$ cat src/rtl/cesd_pkg.sv
// ============================================================================
// cesd_pkg: shared types and constants of the C escape sequence decoder
// Result layout, the request handed from the decoder to the output queue,
// character codes and the saturating length counter width.
// ============================================================================
package cesd_pkg;

    localparam int LENGTH_BITS = 16;
    localparam int COUNT_BITS  = (LENGTH_BITS < 16) ? LENGTH_BITS : 16;
    localparam int QUEUE_DEPTH = 3;

    localparam logic [7:0] CHAR_NUL       = 8'h00;
    localparam logic [7:0] CHAR_QUOTE     = 8'h22;
    localparam logic [7:0] CHAR_BACKSLASH = 8'h5C;
    localparam logic [7:0] CHAR_LOWER_A   = 8'h61;
    localparam logic [7:0] CHAR_LOWER_B   = 8'h62;
    localparam logic [7:0] CHAR_LOWER_F   = 8'h66;
    localparam logic [7:0] CHAR_LOWER_N   = 8'h6E;
    localparam logic [7:0] CHAR_LOWER_R   = 8'h72;
    localparam logic [7:0] CHAR_LOWER_T   = 8'h74;
    localparam logic [7:0] CHAR_LOWER_V   = 8'h76;
    localparam logic [7:0] CTRL_BEL       = 8'h07;
    localparam logic [7:0] CTRL_BS        = 8'h08;
    localparam logic [7:0] CTRL_FF        = 8'h0C;
    localparam logic [7:0] CTRL_LF        = 8'h0A;
    localparam logic [7:0] CTRL_CR        = 8'h0D;
    localparam logic [7:0] CTRL_HT        = 8'h09;
    localparam logic [7:0] CTRL_VT        = 8'h0B;
    localparam logic [4:0] OCTAL_PREFIX   = 5'b00110;

    typedef struct packed {
        logic [7:0]  out_byte;
        logic        string_end;
        logic [15:0] decoded_length;
        logic        run_last;
    } result_t;

    typedef struct packed {
        logic [1:0] count;
        result_t    first;
        result_t    second;
    } push_t;

endpackage

$ cat src/rtl/cesd_decode.sv
// ============================================================================
// cesd_decode: escape state and per-byte decode
// Holds the escape, octal and length state and turns one accepted source
// byte into zero, one or two results in a single combinational pass.
// ============================================================================
module cesd_decode
    import cesd_pkg::*;
(
    input  logic       aclk,
    input  logic       aresetn,
    input  logic       in_accept,
    input  logic [7:0] in_byte,
    output push_t      push
);

    logic                  escape_pending_reg, escape_pending_next;
    logic [1:0]            octal_count_reg, octal_count_next;
    logic [7:0]            octal_acc_reg, octal_acc_next;
    logic [COUNT_BITS-1:0] emitted_reg, emitted_next;

    localparam logic [COUNT_BITS-1:0] LENGTH_CAP = '1;

    function automatic result_t make_result(logic [7:0] b, logic e,
                                            logic [COUNT_BITS-1:0] len);
        result_t r;
        r.out_byte       = b;
        r.string_end     = e;
        r.decoded_length = 16'(len);
        r.run_last       = 1'b0;
        return r;
    endfunction

    function automatic logic [COUNT_BITS-1:0] sat_inc(logic [COUNT_BITS-1:0] c);
        return (c == LENGTH_CAP) ? c : c + 1'b1;
    endfunction

    result_t               res_v [2];
    logic [1:0]            nres;
    logic [COUNT_BITS-1:0] cnt_v;
    logic [7:0]            acc_v;
    logic                  plain_v;
    logic                  end_v;
    logic                  is_octal;

    always_comb begin
        escape_pending_next = escape_pending_reg;
        octal_count_next    = octal_count_reg;
        octal_acc_next      = octal_acc_reg;
        cnt_v               = emitted_reg;
        res_v[0]            = '0;
        res_v[1]            = '0;
        nres                = 2'd0;
        plain_v             = 1'b0;
        end_v               = 1'b0;
        is_octal            = (in_byte[7:3] == OCTAL_PREFIX);
        acc_v               = {octal_acc_reg[4:0], in_byte[2:0]};

        if (octal_count_reg != 2'd0) begin
            if (is_octal) begin
                if (octal_count_reg == 2'd2) begin
                    res_v[nres[0]]   = make_result(acc_v, 1'b0, '0);
                    nres             = nres + 2'd1;
                    cnt_v            = sat_inc(cnt_v);
                    octal_count_next = 2'd0;
                    octal_acc_next   = '0;
                end else begin
                    octal_count_next = octal_count_reg + 2'd1;
                    octal_acc_next   = acc_v;
                end
            end else begin
                res_v[nres[0]]   = make_result(octal_acc_reg, 1'b0, '0);
                nres             = nres + 2'd1;
                cnt_v            = sat_inc(cnt_v);
                octal_count_next = 2'd0;
                octal_acc_next   = '0;
                plain_v          = 1'b1;
            end
        end else if (escape_pending_reg) begin
            escape_pending_next = 1'b0;
            if (is_octal) begin
                octal_count_next = 2'd1;
                octal_acc_next   = {5'b00000, in_byte[2:0]};
            end else begin
                unique case (in_byte)
                    CHAR_NUL: begin
                        end_v = 1'b1;
                    end
                    CHAR_LOWER_A, CHAR_LOWER_B, CHAR_LOWER_F, CHAR_LOWER_N,
                    CHAR_LOWER_R, CHAR_LOWER_T, CHAR_LOWER_V,
                    CHAR_QUOTE, CHAR_BACKSLASH: begin
                        res_v[nres[0]] = make_result(in_byte, 1'b0, '0);
                        case (in_byte)
                            CHAR_LOWER_A: res_v[nres[0]].out_byte = CTRL_BEL;
                            CHAR_LOWER_B: res_v[nres[0]].out_byte = CTRL_BS;
                            CHAR_LOWER_F: res_v[nres[0]].out_byte = CTRL_FF;
                            CHAR_LOWER_N: res_v[nres[0]].out_byte = CTRL_LF;
                            CHAR_LOWER_R: res_v[nres[0]].out_byte = CTRL_CR;
                            CHAR_LOWER_T: res_v[nres[0]].out_byte = CTRL_HT;
                            CHAR_LOWER_V: res_v[nres[0]].out_byte = CTRL_VT;
                            default:      res_v[nres[0]].out_byte = in_byte;
                        endcase
                        nres  = nres + 2'd1;
                        cnt_v = sat_inc(cnt_v);
                    end
                    default: begin
                        res_v[0] = make_result(CHAR_BACKSLASH, 1'b0, '0);
                        res_v[1] = make_result(in_byte, 1'b0, '0);
                        nres     = 2'd2;
                        cnt_v    = sat_inc(sat_inc(cnt_v));
                    end
                endcase
            end
        end else begin
            plain_v = 1'b1;
        end

        if (plain_v) begin
            if (in_byte == CHAR_NUL) begin
                end_v = 1'b1;
            end else if (in_byte == CHAR_BACKSLASH) begin
                escape_pending_next = 1'b1;
            end else begin
                res_v[nres[0]] = make_result(in_byte, 1'b0, '0);
                nres           = nres + 2'd1;
                cnt_v          = sat_inc(cnt_v);
            end
        end

        if (end_v) begin
            res_v[nres[0]]      = make_result(CHAR_NUL, 1'b1, cnt_v);
            nres                = nres + 2'd1;
            escape_pending_next = 1'b0;
            octal_count_next    = 2'd0;
            octal_acc_next      = '0;
            cnt_v               = '0;
        end

        if (nres == 2'd2) begin
            res_v[1].run_last = 1'b1;
        end else if (nres == 2'd1) begin
            res_v[0].run_last = 1'b1;
        end

        emitted_next = cnt_v;
        push.count   = nres;
        push.first   = res_v[0];
        push.second  = res_v[1];
    end

    always_ff @(posedge aclk) begin
        if (!aresetn) begin
            escape_pending_reg <= 1'b0;
            octal_count_reg    <= 2'd0;
            octal_acc_reg      <= '0;
            emitted_reg        <= '0;
        end else if (in_accept) begin
            escape_pending_reg <= escape_pending_next;
            octal_count_reg    <= octal_count_next;
            octal_acc_reg      <= octal_acc_next;
            emitted_reg        <= emitted_next;
        end
    end

endmodule

$ cat src/rtl/cesd_out_queue.sv
// ============================================================================
// cesd_out_queue: three-entry result queue
// Takes up to two results per request and hands them out one per cycle while
// out_ready is high; takes a new request while at most one result is still waiting.
// ============================================================================
module cesd_out_queue
    import cesd_pkg::*;
(
    input  logic    aclk,
    input  logic    aresetn,
    input  logic    push_valid,
    input  push_t   push,
    output logic    push_ready,
    output logic    out_valid,
    input  logic    out_ready,
    output result_t out_result
);

    result_t    entry_reg [QUEUE_DEPTH];
    result_t    entry_next [QUEUE_DEPTH];
    logic [1:0] fill_reg, fill_next;
    logic [1:0] base;
    logic       pop;
    logic       take;

    assign out_valid  = (fill_reg != 2'd0);
    assign push_ready = (fill_reg <= 2'd1);
    assign out_result = entry_reg[0];
    assign pop        = out_valid && out_ready;
    assign take       = push_valid && push_ready;

    always_comb begin
        base = fill_reg - {1'b0, pop};
        for (int i = 0; i < QUEUE_DEPTH; i++) begin
            if (pop && (i < QUEUE_DEPTH - 1)) begin
                entry_next[i] = entry_reg[i + 1];
            end else begin
                entry_next[i] = entry_reg[i];
            end
            if (take && (push.count != 2'd0) && (2'(i) == base)) begin
                entry_next[i] = push.first;
            end
            if (take && (push.count == 2'd2) && (2'(i) == base + 2'd1)) begin
                entry_next[i] = push.second;
            end
        end
        fill_next = base + (take ? push.count : 2'd0);
    end

    always_ff @(posedge aclk) begin
        if (!aresetn) begin
            fill_reg <= 2'd0;
        end else begin
            fill_reg <= fill_next;
        end
    end

    always_ff @(posedge aclk) begin
        for (int i = 0; i < QUEUE_DEPTH; i++) begin
            entry_reg[i] <= entry_next[i];
        end
    end

endmodule

$ cat src/rtl/c_escape_sequence_decoder_core.sv
// ============================================================================
// c_escape_sequence_decoder_core: C string escape decoder, top level
// Decodes C escape sequences in a NUL-terminated byte stream.
// ============================================================================
// Usage:
//   s_ channel takes one source byte per request in s_tdata[7:0]; a zero
//   byte ends the string. m_ channel gives decoded characters and, for each
//   terminator, an end result with m_tlast high and the decoded length.
//   m_tuser marks the last result caused by one source byte.
// Output: each result is held in a queue register before it appears on m_.
// Throughput: one byte per cycle while m_tready is high and each byte gives
//   at most one result; a byte giving two results (unknown escape, short
//   octal run closed by a byte other than a backslash) holds s_tready low
//   until at most one result waits in the three-entry result queue.
// Reset: aresetn low clears the escape state, the length counter and the
//   queue; results still queued are dropped.
// Stall: with m_tready low the queue fills; s_tready drops once two or more
//   results wait, and nothing is lost.
// ============================================================================
module c_escape_sequence_decoder_core
    import cesd_pkg::*;
(
    input  logic        aclk,
    input  logic        aresetn,
    input  logic        s_tvalid,
    output logic        s_tready,
    input  logic [7:0]  s_tdata,   // [7:0] in_byte
    output logic        m_tvalid,
    input  logic        m_tready,
    output logic [23:0] m_tdata,   // [7:0] out_byte, [23:8] decoded_length
    output logic        m_tlast,
    output logic        m_tuser    // [0] run_last
);

    push_t   push;
    result_t result;
    logic    accept;

    assign accept = s_tvalid && s_tready;

    cesd_decode u_decode (
        .aclk      (aclk),
        .aresetn   (aresetn),
        .in_accept (accept),
        .in_byte   (s_tdata),
        .push      (push)
    );

    cesd_out_queue u_queue (
        .aclk       (aclk),
        .aresetn    (aresetn),
        .push_valid (s_tvalid),
        .push       (push),
        .push_ready (s_tready),
        .out_valid  (m_tvalid),
        .out_ready  (m_tready),
        .out_result (result)
    );

    assign m_tdata = {result.decoded_length, result.out_byte};
    assign m_tlast = result.string_end;
    assign m_tuser = result.run_last;

endmodule

$ cat config.mk
export PLATFORM = sky130hd
export DESIGN_NAME = c_escape_sequence_decoder_core
export DESIGN_NICKNAME = d
export VERILOG_FILES = /design/src/rtl/cesd_pkg.sv /design/src/rtl/cesd_decode.sv /design/src/rtl/cesd_out_queue.sv /design/src/rtl/c_escape_sequence_decoder_core.sv
export SDC_FILE = /design/constraint.sdc
export NUM_CORES = 1
export LEC_CHECK = 0
export BUFFER_PORTS_ARGS = -buffer_cell sky130_fd_sc_hd__buf_2
export CORE_MARGIN = 5
export CORE_UTILIZATION = 30
export DETAILED_ROUTE_END_ITERATION = 6
export GPL_TIMING_DRIVEN = 0
export PLACE_DENSITY_LB_ADDON = 0.1
export SLEW_MARGIN = 15
export SYNTH_ARGS = -nofsm -noshare
export SYNTH_HDL_FRONTEND = slang
export SYNTH_SLANG_ARGS = --single-unit
$ cat constraint.sdc
create_clock -name aclk -period 7.21 [get_ports aclk]
set_input_delay 1.0815 -clock aclk [delete_from_list [all_inputs] [get_ports aclk]]
set_output_delay 1.0815 -clock aclk [all_outputs]
set_load 0.1 [all_outputs]
==> results.md, run 1 <==
- Outcome: complete, no violations
- RSZ-0062 raised after global routing: no
- Fin. max-slew vios: 0
- Layout cells sized above 1: 13.3%
- Final setup margin: 698 ps
- Syn avg cell area: 8.37 um^2
- Max cap viols: 0
- Gr usage total: 18.8%
- Synth Flop Type: edfxtp_1
- CTS max path bufs: 2
- Power per cell area: 303 mW/mm^2
- Starting Density: 30.4%
- Critical Path AT: 6500 ps
- Vias post-DR: 8,034
- Number of filler cells placed in the layout: 2,875
- Buffers on Ports: 36
- Final setup fails: 0
- Nets: 1,041
- Post-route cell area: 0.00908 mm^2
- Inserted Clock Buffers: 9
- Final Core Density: 33.8%
- Worst hold path type: reg -> reg
- Number of synthesized flops with an enable pin: 78
- Minimum clock period: 6510 ps
- Async SR Flop Fraction: 0%
- CP Class: in -> reg
- Clock transition at path regs: 80 ps
- Hold Fails Final Rpt: 0
- Die area: 0.0306 mm^2
- RePlAce Congestion: 0.960
- Worst EP required: 7200 ps
- Final ANT Viol Nets: 0
- FP Rows: 60
- Post-DP HPWL: 22,600 um
- Initial antenna violation count: 0
- Synth Register Bits: 107
- Sink Count: 107
- Number of H-tree levels: 3
- Pleak: 3.23 nW
- Most frequent cells in the layout: nand2_1 (127), edfxtp_1 (78), o21ai_0 (75), nor2_1 (65)
- Fin crit share: 90.3%
- Netlist cell types: 92
- Yosys Warn Count: 0
- Sequential element share of the synthesized area: 35.8%
- Core area: 0.0269 mm^2
- Die width: 175 um
- Crit path max fanout: 26
- Remaining DRCs: 0
- Peak supply drop: 0.134 mV
- Worst Setup Start Kind: input port
- CTS tree: done
- Io pins: 40
- Clk_lat worst skew: 360 ps
- Max reg flops: 78
- Die Ht: 175 um
- Slew headroom: 33.6%
- Fin Clk Skew: 7.97 ps
- Area growth syn-to-layout: 11.2%
- Place WS: -296 ps
- Commonest non-fill, non-tap cell in the layout: nand2_1
- FMAX: 0.154 GHz
- Largest net degree at the start of global routing: 27
- Worst hold slack: 495 ps
- Mapped Area: 0.00816 mm^2
- Dpl cell area: 0.00878 mm^2
- # diodes: 0
- Mapped Cells: 975
- First-pass GRT wire length: 45,600 um
- Syn_nets: 994
- Post-Route WL: 29,500 um
- Drt wl/cell: 21.6 um
- DRT iter0 DRCs: 756
- CP Capture Type: flip-flop
- Overflow after GRT: 0
- Number of global-route vias before repair: 7,421
- Drt first pass iters: 5
- Worst Tran Pin Value: 990 ps
- Vias/cell: 5.87
- Root Buffer: clkbuf_16
[worst max-delay path: stages]
cell	delay, ps
buf_2	110
buf_1	430
inv_1	230
o21ai_0	130
a31oi_1	140
o21ai_0	320
clkbuf_1	540
clkbuf_1	610
nor2_1	90
o32a_1	420
ha_1	460
inv_1	170
a2111oi_4	630
nor2_1	270
clkbuf_1	310
nand2_2	550
[per-stage QoR]
stage,power (W),setup TNS (ps),std cells
finish,0.00275,0,1368
detailed placement,0.00229,-7640,1352
global placement,0.00228,-8330,1352
CTS,0.00277,0,1368
global route,0.00288,0,1368
floorplan,0.00206,0,975
[per-layer routing]
layer	vias to the layer above	track usage (%)	wire length, um
li1	3808	-	-
met1	3866	27.1	14000
met2	320	29.9	13000
met3	40	2.25	1840
met4	0	5.30	665
met5	-	0	0
[path summary, 6_finish.rpt]
| kind | from | endpoint | slack [ps] | depth (start not counted) |
|---|---|---|---|---|
| max | s_tdata[0] | u_queue.entry_reg[0][26] | 700 | 16 |
| min | u_decode.octal_acc_reg[5] | u_decode.octal_acc_reg[5] | 500 | 2 |
| max reg2reg | u_decode.emitted_reg[0] | u_queue.entry_reg[0][55] | 1230 | 18 |
| min reg2reg | u_decode.octal_acc_reg[5] | u_decode.octal_acc_reg[5] | 500 | 2 |
[report_power, final]
group	internal [W]	switching (W)
Combinational	0.000303	0.00100
Sequential	0.000916	0.0000398
Clock	0.000238	0.000247
[kinds of logic after synthesis]
family                     after synthesis  share of synthesized area, %
adders and majority gates                7                          1.07
buffers and inverters                  117                          6.92
DFF                                    107                          35.8
muxes                                   25                          3.14
AOI/OAI and AO/OA                      321                          27.0
and+or+nand+nor                        391                          25.2
xor gates and xnor gates                 7                         0.843
[cell type report]
class	instances	area [um^2]	share of cell area (%)
Timing Repair Buffer	36	180	1.99
Clock inverter	7	51.3	0.565
Clock buffer	9	225	2.48
Tap cell	341	427	4.70
Inverter	22	82.6	0.910
Multi-Input combinational cell	751	4710	51.8
Sequential cell	107	2920	32.2
Buffer	95	482	5.31
[cells in the mapped netlist, drive strengths merged, types with 16 or more instances]
library cell | number | area (um^2)
mux2i | 20 | 200
edfxtp | 78 | 2340
nand4 | 23 | 171
clkbuf | 45 | 169
nand2 | 130 | 490
a21oi | 53 | 269
inv | 22 | 82.6
nor2 | 67 | 259
dfxtp | 29 | 581
a31oi | 16 | 100
buf | 50 | 313
a22o | 19 | 166
o21ai | 84 | 420
nand3 | 46 | 243
nor3 | 28 | 161
o211ai | 27 | 208
[timing repair]
| item | in CTS | in global routing |
|---|---|---|
| resized for setup | 0 | 3 |
| hold buffers | 0 | 0 |
| endpoints found under the hold margin | 0 | 0 |
| setup endpoints to repair | 0 | 52 |
| setup buffers | 0 | 0 |
No activity file was read; power rests on OpenSTA's default activity.
==> run 2, diff against run 1 <==
- SYNTH_HIERARCHICAL: not set -> 1
==> results.md, run 2 <==
- Commonest cells post-synth: nand2_1 (138), o21ai_0 (80), edfxtp_1 (78)
- Nets: 1,223
- Overflow after GRT: 0
- Hold Fails Final Rpt: 0
- Critical Path AT: 6950 ps
- Power per cell area: 279 mW/mm^2
- Number of H-tree levels: 3
- Syn_nets: 1,162
- Synth Flop Type: edfxtp_1
- Worst Tran Pin Value: 1100 ps
- RSZ-0062 raised after global routing: no
- Layout cells sized above 1: 17.0%
- Drt wl/cell: 21.9 um
- CP Class: reg -> reg
- Fin. max-slew vios: 0
- Minimum clock period: 6840 ps
- Die width: 186 um
- Number of global-route vias before repair: 8,457
- RePlAce Congestion: 0.891
- Synth area leaders: edfxtp_1 (25%), dfxtp_1 (6.2%), nand2_1 (5.6%)
- Dpl cell area: 0.0101 mm^2
- Post-Route WL: 35,200 um
- Netlist cell types: 96
- Commonest non-fill, non-tap cell in the layout: nand2_1
- Worst EP required: 7330 ps
- First-pass GRT wire length: 53,500 um
- CTS max path bufs: 2
- Async SR Flop Fraction: 0%
- Crit-path cells: ha_1 -> buf_2 -> nand3_2 -> nor4_2 -> clkbuf_2 -> xnor2_1 -> ha_1 -> o211ai_1 -> o21ba_2 -> nand2_1 -> o21ai_0 -> a211oi_1 -> or2_2 -> inv_1 -> ha_1 -> inv_1 -> nor2_1 -> nand3_1 -> nor4_4 -> o211ai_1 -> xor2_1 -> nor2_1 -> mux2_4
- Synth Register Bits: 107
- Max reg flops: 78
- Buffers on Ports: 39
- FP Rows: 64
- Most common cell on crit path: ha_1
- Post-synth top area cell: edfxtp_1
- Post-CTS Setup Bufs: 0
- Worst hold path type: reg -> reg
- Final ANT Viol Nets: 0
- Post-DP HPWL: 28,100 um
- Most common cell in the netlist: nand2_1
- Clock transition at path regs: 80 ps
- Min-delay src: u_decode/octal_acc_reg[6]
- Mapped Cells: 1,144
- Sink Count: 107
- Vias post-DR: 9,284
- Worst hold slack: 488 ps
- # diodes: 0
- Max cap viols: 0
- Drt first pass iters: 6
- Remaining DRCs: 0
- Hold-fix buffers, CTS: 0
- Fin crit share: 94.8%
- Vias/cell: 5.78
- Crit path max fanout: 10
- Inserted Clock Buffers: 9
- Syn avg cell area: 8.13 um^2
- Starting Density: 30.4%
- Area growth syn-to-layout: 12.2%
- Yosys Warn Count: 6
- Sequential element share of the synthesized area: 31.4%
- Io pins: 40
- R2R Setup Slk: 370 ps
- CP max-delay cell: nor4_2
- Final setup fails: 0
- FMAX: 0.146 GHz
- Worst Setup Start Kind: flip-flop
- Number of filler cells placed in the layout: 3,271
- Pleak: 3.46 nW
- Mapped Area: 0.00930 mm^2
- DRT iter0 DRCs: 770
- Critical path buffer and inverter count: 4
- CP Capture Type: flip-flop
- Clk_lat worst skew: 360 ps
- Peak supply drop: 0.160 mV
- Die area: 0.0346 mm^2
- Gr usage total: 20.0%
- Post-route cell area: 0.0104 mm^2
- Reg-to-reg startpoint: u_decode/emitted_reg[0]
- CTS tree: done
- Largest net degree at the start of global routing: 22
- Root Buffer: clkbuf_16
- Most frequent cells in the layout: nand2_1 (138), o21ai_0 (80), edfxtp_1 (78), nor2_1 (76), nor3_1 (72)
- Number of synthesized flops with an enable pin: 78
- Outcome: complete, no violations
- Post-synth top area share: 25.2%
- Die Ht: 186 um
- Core area: 0.0306 mm^2
- Top Family by Delay on Critical Path: simple AND/OR/NAND/NOR gates
- Fin Clk Skew: 7.13 ps
- Initial antenna violation count: 0
- Slew headroom: 25.9%
- Max incr delay on CP: 600 ps
- Crit path from: u_decode/emitted_reg[0]
## run 2: changes by cell type after synthesis, sizes merged, moves of 14 or more
cell / before / now
mux2: 5 / 27
a211oi: 5 / 19
a22o: 19 / 0
o21a: 9 / 32
clkbuf: 45 / 64
a31oi: 16 / 67
nor3: 28 / 76
## run 2: cells by family (layout without fill, tap and decap cells)
kind of cell             Yosys count  after routing  share of synthesized area [%]
AND/OR/NAND/NOR                  470            470                           26.6
AO/OA/AOI/OAI                    366            366                           26.8
buffers and inverters            146            212                           8.07
flip-flops                       107            107                           31.4
multiplexers                      38             38                           5.26
XOR/XNOR                          11             11                           1.04
adder cells (fa/ha/maj)            6              6                          0.807
## run 2: final cells by class
type	instances	area (um^2)	share of cell area, %
multi-input cells	891	5670	54.3
flip-flops and latches	107	2920	28.0
clock inverters	7	97.6	0.935
plain buffers	125	673	6.45
clock buffers	9	225	2.16
inverters	21	78.8	0.755
well taps	396	495	4.75
repair buffers	50	273	2.61
## run 2: path summary, 6_finish.rpt
check                                   end  depth (start not counted)
setup / recovery   u_queue/entry_reg[0][61]                         23
setup reg to reg   u_queue/entry_reg[0][61]                         23
hold / removal    u_decode/octal_acc_reg[6]                          2
hold reg to reg   u_decode/octal_acc_reg[6]                          2
## run 2: layer usage
metal	vias up	global-route usage, %	part of all wire, %
met5	-	0	0
met2	333	33.6	47
met1	4443	27.2	45
li1	4451	-	-
met4	0	5.25	2.7
met3	57	2.70	5.4
## run 2: per-stage QoR
step                      power, W  worst slack [ps]  utilization (%)  TNS [ps]  std cells
after floorplan            0.00210               604                -         0       1144
after global placement     0.00235             -2410             32.7    -69320       1579
after detailed placement   0.00238              -142             33.0     -1210       1590
after CTS                  0.00294              96.3             34.0         0       1606
after global routing       0.00305              61.3             34.1         0       1606
final                      0.00291               373             34.1         0       1606
## run 2: what timing repair did
action | CTS | global route
pin swaps | 0 | 0
setup endpoints to repair | 14 | 15
resized for setup | 1 | 6
## run 2: power by group
group / internal [W] / switching [W]
combinational: 0.000346 / 0.00107
clock: 0.000284 / 0.000274
sequential: 0.000899 / 0.0000381
total: 0.00153 / 0.00138
## run 2: worst min-delay path, stage by stage (launching register included)
cell      delay, ps
dfxtp_1         330
nand2_1          50
a21boi_0         60
